**config.mk**
```make
export PLATFORM = sky130hd
export DESIGN_NAME = serial_mouse_packet_decoder
export DESIGN_NICKNAME = d
export VERILOG_FILES = /design/src/rtl/smpd_pkg.sv /design/src/rtl/smpd_front.sv /design/src/rtl/smpd_queue.sv /design/src/rtl/smpd_back.sv /design/src/rtl/serial_mouse_packet_decoder.sv
export SDC_FILE = /design/constraint.sdc
export NUM_CORES = 1
export LEC_CHECK = 0
export BUFFER_PORTS_ARGS = -buffer_cell sky130_fd_sc_hd__buf_2
export CORE_ASPECT_RATIO = 1.5
export CORE_MARGIN = 2
export CORE_UTILIZATION = 44
export DETAILED_ROUTE_END_ITERATION = 10
export PLACE_DENSITY = 0.62
export SYNTH_ARGS = -nofsm -noshare
export SYNTH_HDL_FRONTEND = slang
export SYNTH_SLANG_ARGS = --single-unit
```
**constraint.sdc**
```tcl
create_clock -name clk -period 10.2 [get_ports clk]
set_input_delay 3.06 -clock clk [delete_from_list [all_inputs] [get_ports clk]]
set_output_delay 3.06 -clock clk [all_outputs]
set_load 0.02 [all_outputs]
```
**src/rtl/smpd_pkg.sv**
```systemverilog
// Shared types, codes and protocol tables of the serial mouse packet decoder.
// Depends on nothing; imported by every module of the block.
package smpd_pkg;

  typedef logic [2:0] idx_t;
  typedef logic [2:0] mode_t;

  localparam mode_t MODE_TWO_BUTTON = 3'd0;
  localparam mode_t MODE_THREE_BYTE = 3'd1;
  localparam mode_t MODE_FIVE_BYTE  = 3'd2;
  localparam mode_t MODE_SIGN_MAG   = 3'd3;
  localparam mode_t MODE_SIGN_MAG_B = 3'd4;
  localparam mode_t MODE_BUS        = 3'd5;

  localparam logic [1:0] EV_MOVE = 2'd0;
  localparam logic [1:0] EV_DRAG = 2'd1;
  localparam logic [1:0] EV_DOWN = 2'd2;
  localparam logic [1:0] EV_UP   = 2'd3;

  localparam logic [2:0] REG_PROTOCOL  = 3'd0;
  localparam logic [2:0] REG_THRESHOLD = 3'd1;
  localparam logic [2:0] REG_FACTOR    = 3'd2;
  localparam logic [2:0] REG_X_LIMIT   = 3'd3;
  localparam logic [2:0] REG_Y_LIMIT   = 3'd4;

  localparam logic [7:0] DATA_REJECT = 8'h80;
  localparam logic [3:0] ACC_MAX     = 4'd8;
  localparam int         QDEPTH      = 2;

  typedef struct packed {
    mode_t       mode;
    logic [8:0]  threshold;
    logic [3:0]  factor;
    logic [15:0] x_limit;
    logic [15:0] y_limit;
  } cfg_t;

  // Undefined modes behave as the two-button protocol.
  function automatic mode_t mode_norm(input mode_t m);
    mode_t r;
    unique case (m)
      MODE_TWO_BUTTON, MODE_THREE_BYTE, MODE_FIVE_BYTE,
      MODE_SIGN_MAG, MODE_SIGN_MAG_B, MODE_BUS: r = m;
      default: r = MODE_TWO_BUTTON;
    endcase
    return r;
  endfunction

  function automatic logic [7:0] hdr_mask(input mode_t m);
    logic [7:0] r;
    unique case (m)
      MODE_THREE_BYTE, MODE_FIVE_BYTE, MODE_BUS: r = 8'hf8;
      MODE_SIGN_MAG, MODE_SIGN_MAG_B:            r = 8'he0;
      default:                                   r = 8'h40;
    endcase
    return r;
  endfunction

  function automatic logic [7:0] hdr_id(input mode_t m);
    logic [7:0] r;
    unique case (m)
      MODE_TWO_BUTTON: r = 8'h40;
      default:         r = 8'h80;
    endcase
    return r;
  endfunction

  function automatic logic [7:0] dat_mask(input mode_t m);
    logic [7:0] r;
    unique case (m)
      MODE_TWO_BUTTON:                r = 8'h40;
      MODE_SIGN_MAG, MODE_SIGN_MAG_B: r = 8'h80;
      default:                        r = 8'h00;
    endcase
    return r;
  endfunction

  function automatic logic [3:0] pkt_len(input mode_t m);
    logic [3:0] r;
    unique case (m)
      MODE_FIVE_BYTE, MODE_BUS: r = 4'd5;
      default:                  r = 4'd3;
    endcase
    return r;
  endfunction

endpackage

```
**src/rtl/smpd_front.sv**
```systemverilog
// Front part: header hunt, data byte filtering and packet assembly.
// Uses smpd_pkg; hands finished packets to smpd_queue.
module smpd_front import smpd_pkg::*; #(
  parameter int MAX_PACKET_BYTES = 5
) (
  input  logic                          clk,
  input  logic                          rst_n,
  input  logic                          in_tvalid,
  output logic                          in_tready,
  input  logic [7:0]                    rx_byte,
  input  mode_t                         mode,
  output logic                          push_valid,
  input  logic                          push_ready,
  output logic [MAX_PACKET_BYTES*8-1:0] push_data
);

  logic [7:0] bytes_r   [MAX_PACKET_BYTES];
  logic [7:0] bytes_nxt [MAX_PACKET_BYTES];
  idx_t       idx_r, idx_nxt, idx_inc;
  mode_t      m;
  logic [3:0] len, len_eff;
  logic       accept, hdr_ok, dat_bad, done;

  assign in_tready = push_ready;
  assign accept    = in_tvalid && in_tready;

  always_comb begin
    m       = mode_norm(mode);
    len     = pkt_len(m);
    len_eff = (len > 4'(MAX_PACKET_BYTES)) ? 4'(MAX_PACKET_BYTES) : len;
    hdr_ok  = (rx_byte & hdr_mask(m)) == hdr_id(m);
    dat_bad = ((rx_byte & dat_mask(m)) != 8'h00) || (rx_byte == DATA_REJECT);
    idx_inc = idx_r + idx_t'(1);
    done    = (idx_inc == idx_t'(0)) || ({1'b0, idx_inc} >= len_eff);

    idx_nxt    = idx_r;
    bytes_nxt  = bytes_r;
    push_valid = 1'b0;
    if (accept) begin
      if (idx_r == idx_t'(0)) begin
        if (hdr_ok) begin
          bytes_nxt[0] = rx_byte;
          idx_nxt      = idx_t'(1);
        end
      end else if (dat_bad) begin
        // restart collection behind the kept header
        idx_nxt = idx_t'(1);
      end else begin
        for (int i = 0; i < MAX_PACKET_BYTES; i++) begin
          if (idx_r == idx_t'(i)) bytes_nxt[i] = rx_byte;
        end
        if (done) begin
          idx_nxt    = idx_t'(0);
          push_valid = 1'b1;
        end else begin
          idx_nxt = idx_inc;
        end
      end
    end

    for (int i = 0; i < MAX_PACKET_BYTES; i++) begin
      push_data[i*8 +: 8] = bytes_nxt[i];
    end
  end

  always_ff @(posedge clk) begin
    if (!rst_n) begin
      idx_r <= '0;
    end else begin
      idx_r <= idx_nxt;
    end
  end

  always_ff @(posedge clk) begin
    bytes_r <= bytes_nxt;
  end

endmodule

```
**src/rtl/smpd_queue.sv**
```systemverilog
// Two-entry packet queue between the front and back parts.
// Uses smpd_pkg for the depth.
module smpd_queue import smpd_pkg::*; #(
  parameter int WIDTH = 40
) (
  input  logic             clk,
  input  logic             rst_n,
  input  logic             push_valid,
  output logic             push_ready,
  input  logic [WIDTH-1:0] push_data,
  output logic             pop_valid,
  input  logic             pop_ready,
  output logic [WIDTH-1:0] pop_data
);

  logic [WIDTH-1:0] mem_r [QDEPTH];
  logic             wr_r, wr_nxt, rd_r, rd_nxt;
  logic [1:0]       count_r, count_nxt;
  logic             push_en, pop_en;

  assign push_ready = count_r != 2'(QDEPTH);
  assign pop_valid  = count_r != 2'd0;
  assign pop_data   = mem_r[rd_r];
  assign push_en    = push_valid && push_ready;
  assign pop_en     = pop_valid && pop_ready;

  always_comb begin
    wr_nxt    = push_en ? ~wr_r : wr_r;
    rd_nxt    = pop_en ? ~rd_r : rd_r;
    count_nxt = count_r + 2'(push_en) - 2'(pop_en);
  end

  always_ff @(posedge clk) begin
    if (!rst_n) begin
      wr_r    <= 1'b0;
      rd_r    <= 1'b0;
      count_r <= '0;
    end else begin
      wr_r    <= wr_nxt;
      rd_r    <= rd_nxt;
      count_r <= count_nxt;
    end
  end

  always_ff @(posedge clk) begin
    if (push_en) mem_r[wr_r] <= push_data;
  end

endmodule

```
**src/rtl/smpd_back.sv**
```systemverilog
// Back part: packet decode and acceleration, then cursor clamp and result register.
// Uses smpd_pkg; takes packets from smpd_queue.
module smpd_back import smpd_pkg::*; #(
  parameter int MAX_PACKET_BYTES = 5,
  parameter int POSITION_BITS    = 16
) (
  input  logic                          clk,
  input  logic                          rst_n,
  input  cfg_t                          cfg,
  input  logic                          pkt_valid,
  output logic                          pkt_ready,
  input  logic [MAX_PACKET_BYTES*8-1:0] pkt_data,
  output logic                          out_valid,
  input  logic                          out_ready,
  output logic [2:0]                    buttons,
  output logic signed [10:0]            delta_x,
  output logic signed [10:0]            delta_y,
  output logic [15:0]                   pos_x,
  output logic [15:0]                   pos_y,
  output logic [1:0]                    event_kind
);

  localparam logic [15:0] POS_TOP =
    (POSITION_BITS >= 16) ? 16'hffff : 16'((1 << POSITION_BITS) - 1);

  logic [7:0] pb [5];

  // bytes beyond the stored packet length read as zero
  for (genvar g = 0; g < 5; g++) begin : g_pb
    if (g < MAX_PACKET_BYTES) begin : g_have
      assign pb[g] = pkt_data[g*8 +: 8];
    end else begin : g_zero
      assign pb[g] = 8'h00;
    end
  end

  // stage A: decode and acceleration
  mode_t             m;
  logic [2:0]        btn;
  logic [7:0]        dx, dy, absx, absy;
  logic [8:0]        abs_sum;
  logic [3:0]        acc;
  logic signed [12:0] mx, my;
  logic [1:0]        ev;

  logic              a_valid_r, a_valid_nxt;
  logic [2:0]        a_btn_r;
  logic signed [10:0] a_fx_r, a_fy_r;
  logic [1:0]        a_ev_r;
  logic              load_a, adv_b;

  always_comb begin
    m = mode_norm(cfg.mode);
    unique case (m)
      MODE_THREE_BYTE, MODE_BUS: begin
        btn = ~pb[0][2:0];
        dx  = pb[1];
        dy  = 8'h00 - pb[2];
      end
      MODE_FIVE_BYTE: begin
        btn = ~pb[0][2:0];
        dx  = pb[1] + pb[3];
        dy  = 8'h00 - (pb[2] + pb[4]);
      end
      MODE_SIGN_MAG, MODE_SIGN_MAG_B: begin
        btn = pb[0][2:0];
        dx  = pb[0][4] ? pb[1] : 8'h00 - pb[1];
        dy  = pb[0][3] ? 8'h00 - pb[2] : pb[2];
      end
      default: begin
        btn = {pb[0][5], 1'b0, pb[0][4]};
        dx  = {pb[0][1:0], pb[1][5:0]};
        dy  = {pb[0][3:2], pb[2][5:0]};
      end
    endcase

    absx    = dx[7] ? 8'h00 - dx : dx;
    absy    = dy[7] ? 8'h00 - dy : dy;
    abs_sum = {1'b0, absx} + {1'b0, absy};
    if (abs_sum > cfg.threshold) begin
      acc = (cfg.factor > ACC_MAX) ? ACC_MAX : cfg.factor;
    end else begin
      acc = 4'd1;
    end
    mx = $signed({{5{dx[7]}}, dx}) * $signed({9'd0, acc});
    my = $signed({{5{dy[7]}}, dy}) * $signed({9'd0, acc});

    if ((dx != 8'h00) || (dy != 8'h00)) begin
      ev = (btn != 3'd0) ? EV_DRAG : EV_MOVE;
    end else begin
      ev = (btn != 3'd0) ? EV_DOWN : EV_UP;
    end
  end

  assign adv_b     = a_valid_r && (!out_valid || out_ready);
  assign load_a    = pkt_valid && (!a_valid_r || adv_b);
  assign pkt_ready = !a_valid_r || adv_b;

  always_comb begin
    a_valid_nxt = a_valid_r;
    if (load_a)     a_valid_nxt = 1'b1;
    else if (adv_b) a_valid_nxt = 1'b0;
  end

  always_ff @(posedge clk) begin
    if (!rst_n) begin
      a_valid_r <= 1'b0;
    end else begin
      a_valid_r <= a_valid_nxt;
    end
  end

  always_ff @(posedge clk) begin
    if (load_a) begin
      a_btn_r <= btn;
      a_fx_r  <= mx[10:0];
      a_fy_r  <= my[10:0];
      a_ev_r  <= ev;
    end
  end

  // stage B: cursor move with clamp, result register
  logic [15:0]        cur_x_r, cur_x_nxt, cur_y_r, cur_y_nxt;
  logic [15:0]        top_x, top_y;
  logic signed [17:0] sum_x, sum_y;
  logic               out_valid_r, out_valid_nxt;

  always_comb begin
    top_x = (cfg.x_limit < POS_TOP) ? cfg.x_limit : POS_TOP;
    top_y = (cfg.y_limit < POS_TOP) ? cfg.y_limit : POS_TOP;
    sum_x = $signed({2'b00, cur_x_r}) + 18'(a_fx_r);
    sum_y = $signed({2'b00, cur_y_r}) + 18'(a_fy_r);

    if (sum_x[17])                       cur_x_nxt = 16'd0;
    else if (sum_x[16:0] > {1'b0, top_x}) cur_x_nxt = top_x;
    else                                 cur_x_nxt = sum_x[15:0];

    if (sum_y[17])                       cur_y_nxt = 16'd0;
    else if (sum_y[16:0] > {1'b0, top_y}) cur_y_nxt = top_y;
    else                                 cur_y_nxt = sum_y[15:0];

    out_valid_nxt = out_valid_r;
    if (adv_b)          out_valid_nxt = 1'b1;
    else if (out_ready) out_valid_nxt = 1'b0;
  end

  always_ff @(posedge clk) begin
    if (!rst_n) begin
      out_valid_r <= 1'b0;
      cur_x_r     <= 16'd32;
      cur_y_r     <= 16'd32;
    end else begin
      out_valid_r <= out_valid_nxt;
      if (adv_b) begin
        cur_x_r <= cur_x_nxt;
        cur_y_r <= cur_y_nxt;
      end
    end
  end

  always_ff @(posedge clk) begin
    if (adv_b) begin
      buttons    <= a_btn_r;
      delta_x    <= a_fx_r;
      delta_y    <= a_fy_r;
      pos_x      <= cur_x_nxt;
      pos_y      <= cur_y_nxt;
      event_kind <= a_ev_r;
    end
  end

  assign out_valid = out_valid_r;

endmodule

```
**src/rtl/serial_mouse_packet_decoder.sv**
```systemverilog
// Serial mouse packet decoder: top level with configuration registers.
// Uses smpd_pkg, smpd_front, smpd_queue and smpd_back.
//
// in_* channel: one received mouse byte per item, tdata[7:0] = rx_byte.
// out_* channel: one item per completed packet; tdata carries buttons,
// delta_x, delta_y, pos_x and pos_y, tuser carries event_kind.
// cfg_* port: APB-style registers at byte addresses 0x00 protocol_mode,
// 0x04 accel_threshold, 0x08 accel_factor, 0x0c x_limit, 0x10 y_limit.
// Write registers only while no packet is in flight.
//
// Throughput is one byte per cycle while in_tready is high. The last byte
// of a packet completes a queue entry; from there the packet passes the
// decode and acceleration stage register, then the cursor clamp and result
// register. A two-entry packet queue sits between the byte assembler and
// the decode stages; when the receiver stalls, the result register and
// decode stage hold, the queue fills, and in_tready drops once it is full.
// Reset empties the pipeline, restarts the header hunt, sets the cursor
// to 32,32 and the registers to their defaults.
module serial_mouse_packet_decoder import smpd_pkg::*; #(
  parameter int MAX_PACKET_BYTES = 5,
  parameter int POSITION_BITS    = 16
) (
  input  logic        clk,
  input  logic        rst_n,
  input  logic        in_tvalid,
  output logic        in_tready,
  input  logic [7:0]  in_tdata,    // [7:0] rx_byte
  output logic        out_tvalid,
  input  logic        out_tready,
  // [2:0] buttons, [13:3] delta_x, [24:14] delta_y, [40:25] pos_x,
  // [56:41] pos_y, [63:57] zero
  output logic [63:0] out_tdata,
  output logic [1:0]  out_tuser,   // [1:0] event_kind
  input  logic        cfg_psel,
  input  logic        cfg_penable,
  input  logic        cfg_pwrite,
  input  logic [4:0]  cfg_paddr,
  input  logic [31:0] cfg_pwdata,
  output logic [31:0] cfg_prdata,
  output logic        cfg_pready
);

  localparam int PW = MAX_PACKET_BYTES * 8;

  cfg_t       cfg_r, cfg_nxt;
  logic       cfg_we;
  logic [2:0] reg_idx;

  assign cfg_pready = 1'b1;
  assign reg_idx    = cfg_paddr[4:2];
  assign cfg_we     = cfg_psel && cfg_penable && cfg_pwrite && cfg_pready;

  always_comb begin
    cfg_nxt = cfg_r;
    if (cfg_we) begin
      unique case (reg_idx)
        REG_PROTOCOL:  cfg_nxt.mode      = cfg_pwdata[2:0];
        REG_THRESHOLD: cfg_nxt.threshold = cfg_pwdata[8:0];
        REG_FACTOR:    cfg_nxt.factor    = cfg_pwdata[3:0];
        REG_X_LIMIT:   cfg_nxt.x_limit   = cfg_pwdata[15:0];
        REG_Y_LIMIT:   cfg_nxt.y_limit   = cfg_pwdata[15:0];
        default: ;
      endcase
    end
  end

  always_comb begin
    unique case (reg_idx)
      REG_PROTOCOL:  cfg_prdata = {29'd0, cfg_r.mode};
      REG_THRESHOLD: cfg_prdata = {23'd0, cfg_r.threshold};
      REG_FACTOR:    cfg_prdata = {28'd0, cfg_r.factor};
      REG_X_LIMIT:   cfg_prdata = {16'd0, cfg_r.x_limit};
      REG_Y_LIMIT:   cfg_prdata = {16'd0, cfg_r.y_limit};
      default:       cfg_prdata = 32'd0;
    endcase
  end

  always_ff @(posedge clk) begin
    if (!rst_n) begin
      cfg_r.mode      <= MODE_TWO_BUTTON;
      cfg_r.threshold <= 9'd16;
      cfg_r.factor    <= 4'd2;
      cfg_r.x_limit   <= 16'd800;
      cfg_r.y_limit   <= 16'd600;
    end else begin
      cfg_r <= cfg_nxt;
    end
  end

  logic          push_valid, push_ready, pop_valid, pop_ready;
  logic [PW-1:0] push_data, pop_data;

  smpd_front #(.MAX_PACKET_BYTES(MAX_PACKET_BYTES)) u_front (
    .clk        (clk),
    .rst_n      (rst_n),
    .in_tvalid  (in_tvalid),
    .in_tready  (in_tready),
    .rx_byte    (in_tdata),
    .mode       (cfg_r.mode),
    .push_valid (push_valid),
    .push_ready (push_ready),
    .push_data  (push_data)
  );

  smpd_queue #(.WIDTH(PW)) u_queue (
    .clk        (clk),
    .rst_n      (rst_n),
    .push_valid (push_valid),
    .push_ready (push_ready),
    .push_data  (push_data),
    .pop_valid  (pop_valid),
    .pop_ready  (pop_ready),
    .pop_data   (pop_data)
  );

  logic [2:0]         buttons;
  logic signed [10:0] delta_x, delta_y;
  logic [15:0]        pos_x, pos_y;
  logic [1:0]         event_kind;

  smpd_back #(
    .MAX_PACKET_BYTES (MAX_PACKET_BYTES),
    .POSITION_BITS    (POSITION_BITS)
  ) u_back (
    .clk        (clk),
    .rst_n      (rst_n),
    .cfg        (cfg_r),
    .pkt_valid  (pop_valid),
    .pkt_ready  (pop_ready),
    .pkt_data   (pop_data),
    .out_valid  (out_tvalid),
    .out_ready  (out_tready),
    .buttons    (buttons),
    .delta_x    (delta_x),
    .delta_y    (delta_y),
    .pos_x      (pos_x),
    .pos_y      (pos_y),
    .event_kind (event_kind)
  );

  assign out_tdata = {7'd0, pos_y, pos_x, delta_y, delta_x, buttons};
  assign out_tuser = event_kind;

endmodule

```
==> summary.md <==
| Metric | Value |
|---|---|
| Count of cell types in the netlist | `between 80 and 90` |
| Detail Placement HPWL | `33100 um` |
| Clock root buffer | `sky130_fd_sc_hd__clkbuf_16` |
| Post-route ant nets | `0` |
| Clock Tree Buf Depth | `3` |
| P&R area growth vs syn | `11.2%` |
| Fmax | `roughly 0.11 GHz` |
| Core region area | `40200 sq um` |
| Initial antenna violation count | `0` |
| Synthesized area per cell | `just over 10 sq um` |
| Height of the die | `251 um` |
| Worst-path fanout max | `26` |
| Count of unresolved DRC violations after routing | `0` |
| Actual transition at the worst max-transition pin | `between 1 and 1.5 ns` |
| Post-CTS Setup Inserts | `0` |
| Clk sink count | `290` |
| Standby leakage power | `between 8 and 9 nW` |
| Full die area | `between 40000 and 50000 sq um` |
| Cell with the most instances on the worst path | `sky130_fd_sc_hd__a21oi_1` |
| Width of the chip | `roughly 170 um` |
| Post-synthesis cell area | `approximately 18000 sq um` |
| Count of final setup violators | `0` |
| Slowest CP cell | `sky130_fd_sc_hd__dfxtp_4` |
| Clock slew at the register clock pins of the worst setup and hold paths | `roughly 0.070 ns` |
| Class of the most critical hold timing path | `reg -> reg` |
| Post-Place Cells | `about 2.3k` |
| Portion of the post-synthesis area used by sequential elements | `between 40 and 50%` |
| Total power | `a little under 0.007 W` |
| Most instantiated flip-flop cell in the synthesis netlist | `sky130_fd_sc_hd__edfxtp_1` |
| Starting DRT DRC Count | `~670` |
| Power density over the cells | `around 340 nW/um^2` |
| Status | `completed` |
| Initial core utilization | `between 40 and 50%` |
| Number of flops mapped to enable cells by yosys | `around 160` |
| Vias after detailed routing | `13.0k` |
| Setup tns final | `0 ns` |
| Worst relative slew slack | `about 22%` |
| Count of final hold-check violations | `0` |
| Worst endpoint data arrival time | `~10 ns` |
| Vias in the first global route | `approximately 13k` |
| Unrepaired setup endpoints after global routing | `no` |
| Max-cap viol count | `0` |
| Weighted congestion reported at the end of routability-driven placement | `0.925` |
| Worst hold margin | `between 0.4 and 0.5 ns` |
| Clock tree from TritonCTS | `built` |
| Startpoint Class | `flip-flop` |
| Number of warnings issued by yosys | `0` |
| Post-detailed-route via-to-cell ratio | `approximately 5.5` |
| CP peak stage delay | `around 0.56 ns` |
| Minimum clock period | `approximately 9.4 ns` |
| Maximum vdd drop | `~0.00021 V` |
| Floorplan row count | `90` |
| Max H-tree Level | `1` |
| Quantity of gates resized following cts | `0` |
| Source-to-sink clock delay at the later pin of the worst-skew pair | `roughly 0.57 ns` |
| Setup Skew | `around 0.016 ns` |
| Worst Path Required | `10.51 ns` |
| Flip-flop and latch count after synthesis | `between 200 and 300` |
| Number of antenna diodes | `0` |
| Cts-stage hold buffer count | `0` |
| Input/output buffers | `110` |
| WS Path Type | `reg -> reg` |
| Fraction of layout instances using a drive strength above 1 | `between 10% and 20%` |
| Number of standard cells in the layout, taps in and fillers out | `around 2.4k` |
| Final clock period utilization by the worst path | `92.5%` |
| Sum of overflow across all layers after global routing | `0` |
| Maximum number of pins on one net before global-route repair | `64` |
| Final Slew Violations | `0` |
| Cell count after synthesis | `between 1.5k and 2k` |
| Fraction of registers with async set or reset after synthesis | `0%` |
| Routed wire per std cell | `about 18 um` |
| CTS Buf Count | `28` |
| Net total in the final layout | `approximately 2.1k` |
| Wire length of the first global-routing pass | `slightly below 70000 um` |
| First drt pass iteration count | `5` |
| Number of primary I/O pins | `around 150` |
| Kind of end point of the critical path | `flip-flop` |
| Final wirelength | `about 43000 um` |
| GRT Util Overall | `about a fifth` |
-- sequential cells by signal (all words and copies together), names as in the netlist, 3 cells and up, named ones only --
signal,cells
u_back.a_fy_r,11
u_back.pos_y,16
u_back.a_btn_r,3
u_back.cur_x_r,16
u_back.cur_y_r,16
u_front.bytes_r,38
u_front.idx_r,3
u_back.buttons,3
u_back.a_fx_r,11
u_back.pos_x,16
u_queue.mem_r,76
u_back.delta_y,11
u_back.delta_x,11
cfg_r,48
-- area by class of cell --
class                           instances  area, sq um
Fill cell                            3642        20300
Multi-Input combinational cell       1258         9650
Sequential cell                       290         7430
Clock buffer                           41          832
Timing Repair Buffer                  140          776
Tap cell                              506          633
Inverter                              137          514
Clock inverter                         11          103
-- through the flow --
stage / worst slack, ns / instance area [sq um] / utilization, %
floorplan: 0.604 / 18000 / -
global placement: 0.565 / 19000 / 47.2
detailed placement: 0.449 / 19000 / 47.2
CTS: 0.423 / 19900 / 49.6
global route: 0.0742 / 19900 / 49.6
finish: 0.766 / 19900 / 49.6
-- path summary, 6_finish.rpt --
| kind | from | to | slack (ns) | cells after the start |
|---|---|---|---|---|
| max | flip-flop | u_back.a_fx_r[10] | 0.77 | 37 |
| min | u_back.a_ev_r[0] | u_back.event_kind[0] | 0.43 | 0 |
| max reg2reg | flip-flop | u_back.a_fx_r[10] | 0.77 | 37 |
| min reg2reg | u_back.a_ev_r[0] | u_back.event_kind[0] | 0.43 | 0 |
-- cells in the final DEF, fill, tap and decap left out, drive strengths merged, types with 6 or more instances in the layout --
cell type  synthesis  routed
o21bai            18      18
xor2              21      21
and2              14      14
fa                33      33
xnor2             66      66
nor3              20      20
nor2             138     138
edfxtp           162     162
mux2              54      54
o211ai            16      16
clkinv             1       6
or3                6       6
buf               46     140
a31oi             12      12
conb               2      24
nand2            154     154
a21oi             71      71
nand4             15      15
clkbuf            41      41
mux2i             91      91
nor4b              7       7
nor3b              8       8
a211oi            14      14
a22o               9       9
or2               11      11
nand3             24      24
inv              136     138
nand2b            12      12
ha               154     154
a21o              17      17
o21ai             66      66
o22ai             15      15
o31ai             24      24
o21a               8       8
a21boi            34      34
nor2b             33      33
dfxtp            128     128
and3              10      10
-- synth_stat cells, types with 4 or more instances --
cell type                  number  share of area (%)
sky130_fd_sc_hd__a211oi_1      11               0.46
sky130_fd_sc_hd__a21boi_0      30                1.3
sky130_fd_sc_hd__a21boi_1       4               0.17
sky130_fd_sc_hd__a21o_1        17               0.71
sky130_fd_sc_hd__a21oi_1       71                2.0
sky130_fd_sc_hd__a22o_1         9               0.44
sky130_fd_sc_hd__a22oi_1        4               0.17
sky130_fd_sc_hd__a31oi_1       12               0.42
sky130_fd_sc_hd__and2_1        14               0.49
sky130_fd_sc_hd__and3_1        10               0.35
sky130_fd_sc_hd__buf_1          5               0.10
sky130_fd_sc_hd__buf_2         11               0.31
sky130_fd_sc_hd__buf_4         27                1.1
sky130_fd_sc_hd__clkbuf_1      41               0.86
sky130_fd_sc_hd__dfxtp_1      128                 14
sky130_fd_sc_hd__edfxtp_1     162                 27
sky130_fd_sc_hd__fa_1          33                3.7
sky130_fd_sc_hd__ha_1         154                 11
sky130_fd_sc_hd__inv_1        136                2.8
sky130_fd_sc_hd__mux2_2        53                3.3
sky130_fd_sc_hd__mux2i_1       88                4.9
sky130_fd_sc_hd__nand2_1      154                3.2
sky130_fd_sc_hd__nand2b_1      12               0.42
sky130_fd_sc_hd__nand3_1       22               0.61
sky130_fd_sc_hd__nand4_1       15               0.52
sky130_fd_sc_hd__nor2_1       138                2.9
sky130_fd_sc_hd__nor2b_1       33                1.2
sky130_fd_sc_hd__nor3_1        20               0.56
sky130_fd_sc_hd__nor3b_1        8               0.33
sky130_fd_sc_hd__nor4_1         5               0.17
sky130_fd_sc_hd__nor4b_1        7               0.34
sky130_fd_sc_hd__o211ai_1      16               0.67
sky130_fd_sc_hd__o21a_1         8               0.33
sky130_fd_sc_hd__o21ai_0       59                1.6
sky130_fd_sc_hd__o21ai_1        6               0.17
sky130_fd_sc_hd__o21bai_1      17               0.71
sky130_fd_sc_hd__o22ai_1       14               0.49
sky130_fd_sc_hd__o31ai_1       24                1.0
sky130_fd_sc_hd__or2_2         10               0.35
sky130_fd_sc_hd__or3_1          6               0.21
sky130_fd_sc_hd__xnor2_1       66                3.2
sky130_fd_sc_hd__xor2_1        21                1.0
-- layer usage --
layer	global-route usage, %	vias up	share of wire (%)
met1	21.5	6228	38
met4	9.46	0	4.7
met3	1.97	106	3.4
li1	-	6387	-
met2	38.8	288	54
met5	0	-	0
-- worst max-delay path, delay by kind of cell, from the launching register on --
| family | cells | cell delay (ns) |
|---|---|---|
| AOI/OAI and AO/OA | 21 | 4.06 |
| adders and majority gates | 6 | 2.15 |
| and+or+nand+nor | 3 | 1.00 |
| DFF | 1 | 0.56 |
| xor gates and xnor gates | 4 | 0.55 |
| buffers and inverters | 2 | 0.41 |
| muxes | 1 | 0.41 |
-- cell families after synthesis --
group	after synthesis	share of synthesized area, %
AO/OA/AOI/OAI	345	13.3
XOR/XNOR	87	4.25
adder cells (fa/ha/maj)	187	14.4
buffers and inverters	224	5.50
flip-flops	290	41.4
multiplexers	145	8.65
other	2	0.0419
AND/OR/NAND/NOR	470	12.4
-- power by group --
part	internal [W]	total (W)	switching, W	leakage, nW
registers	0.00163	0.00175	0.000125	2.54
clock network	0.000595	0.00105	0.000460	0.452
logic	0.00167	0.00398	0.00232	5.39
Power figures use the tool's default switching activity.
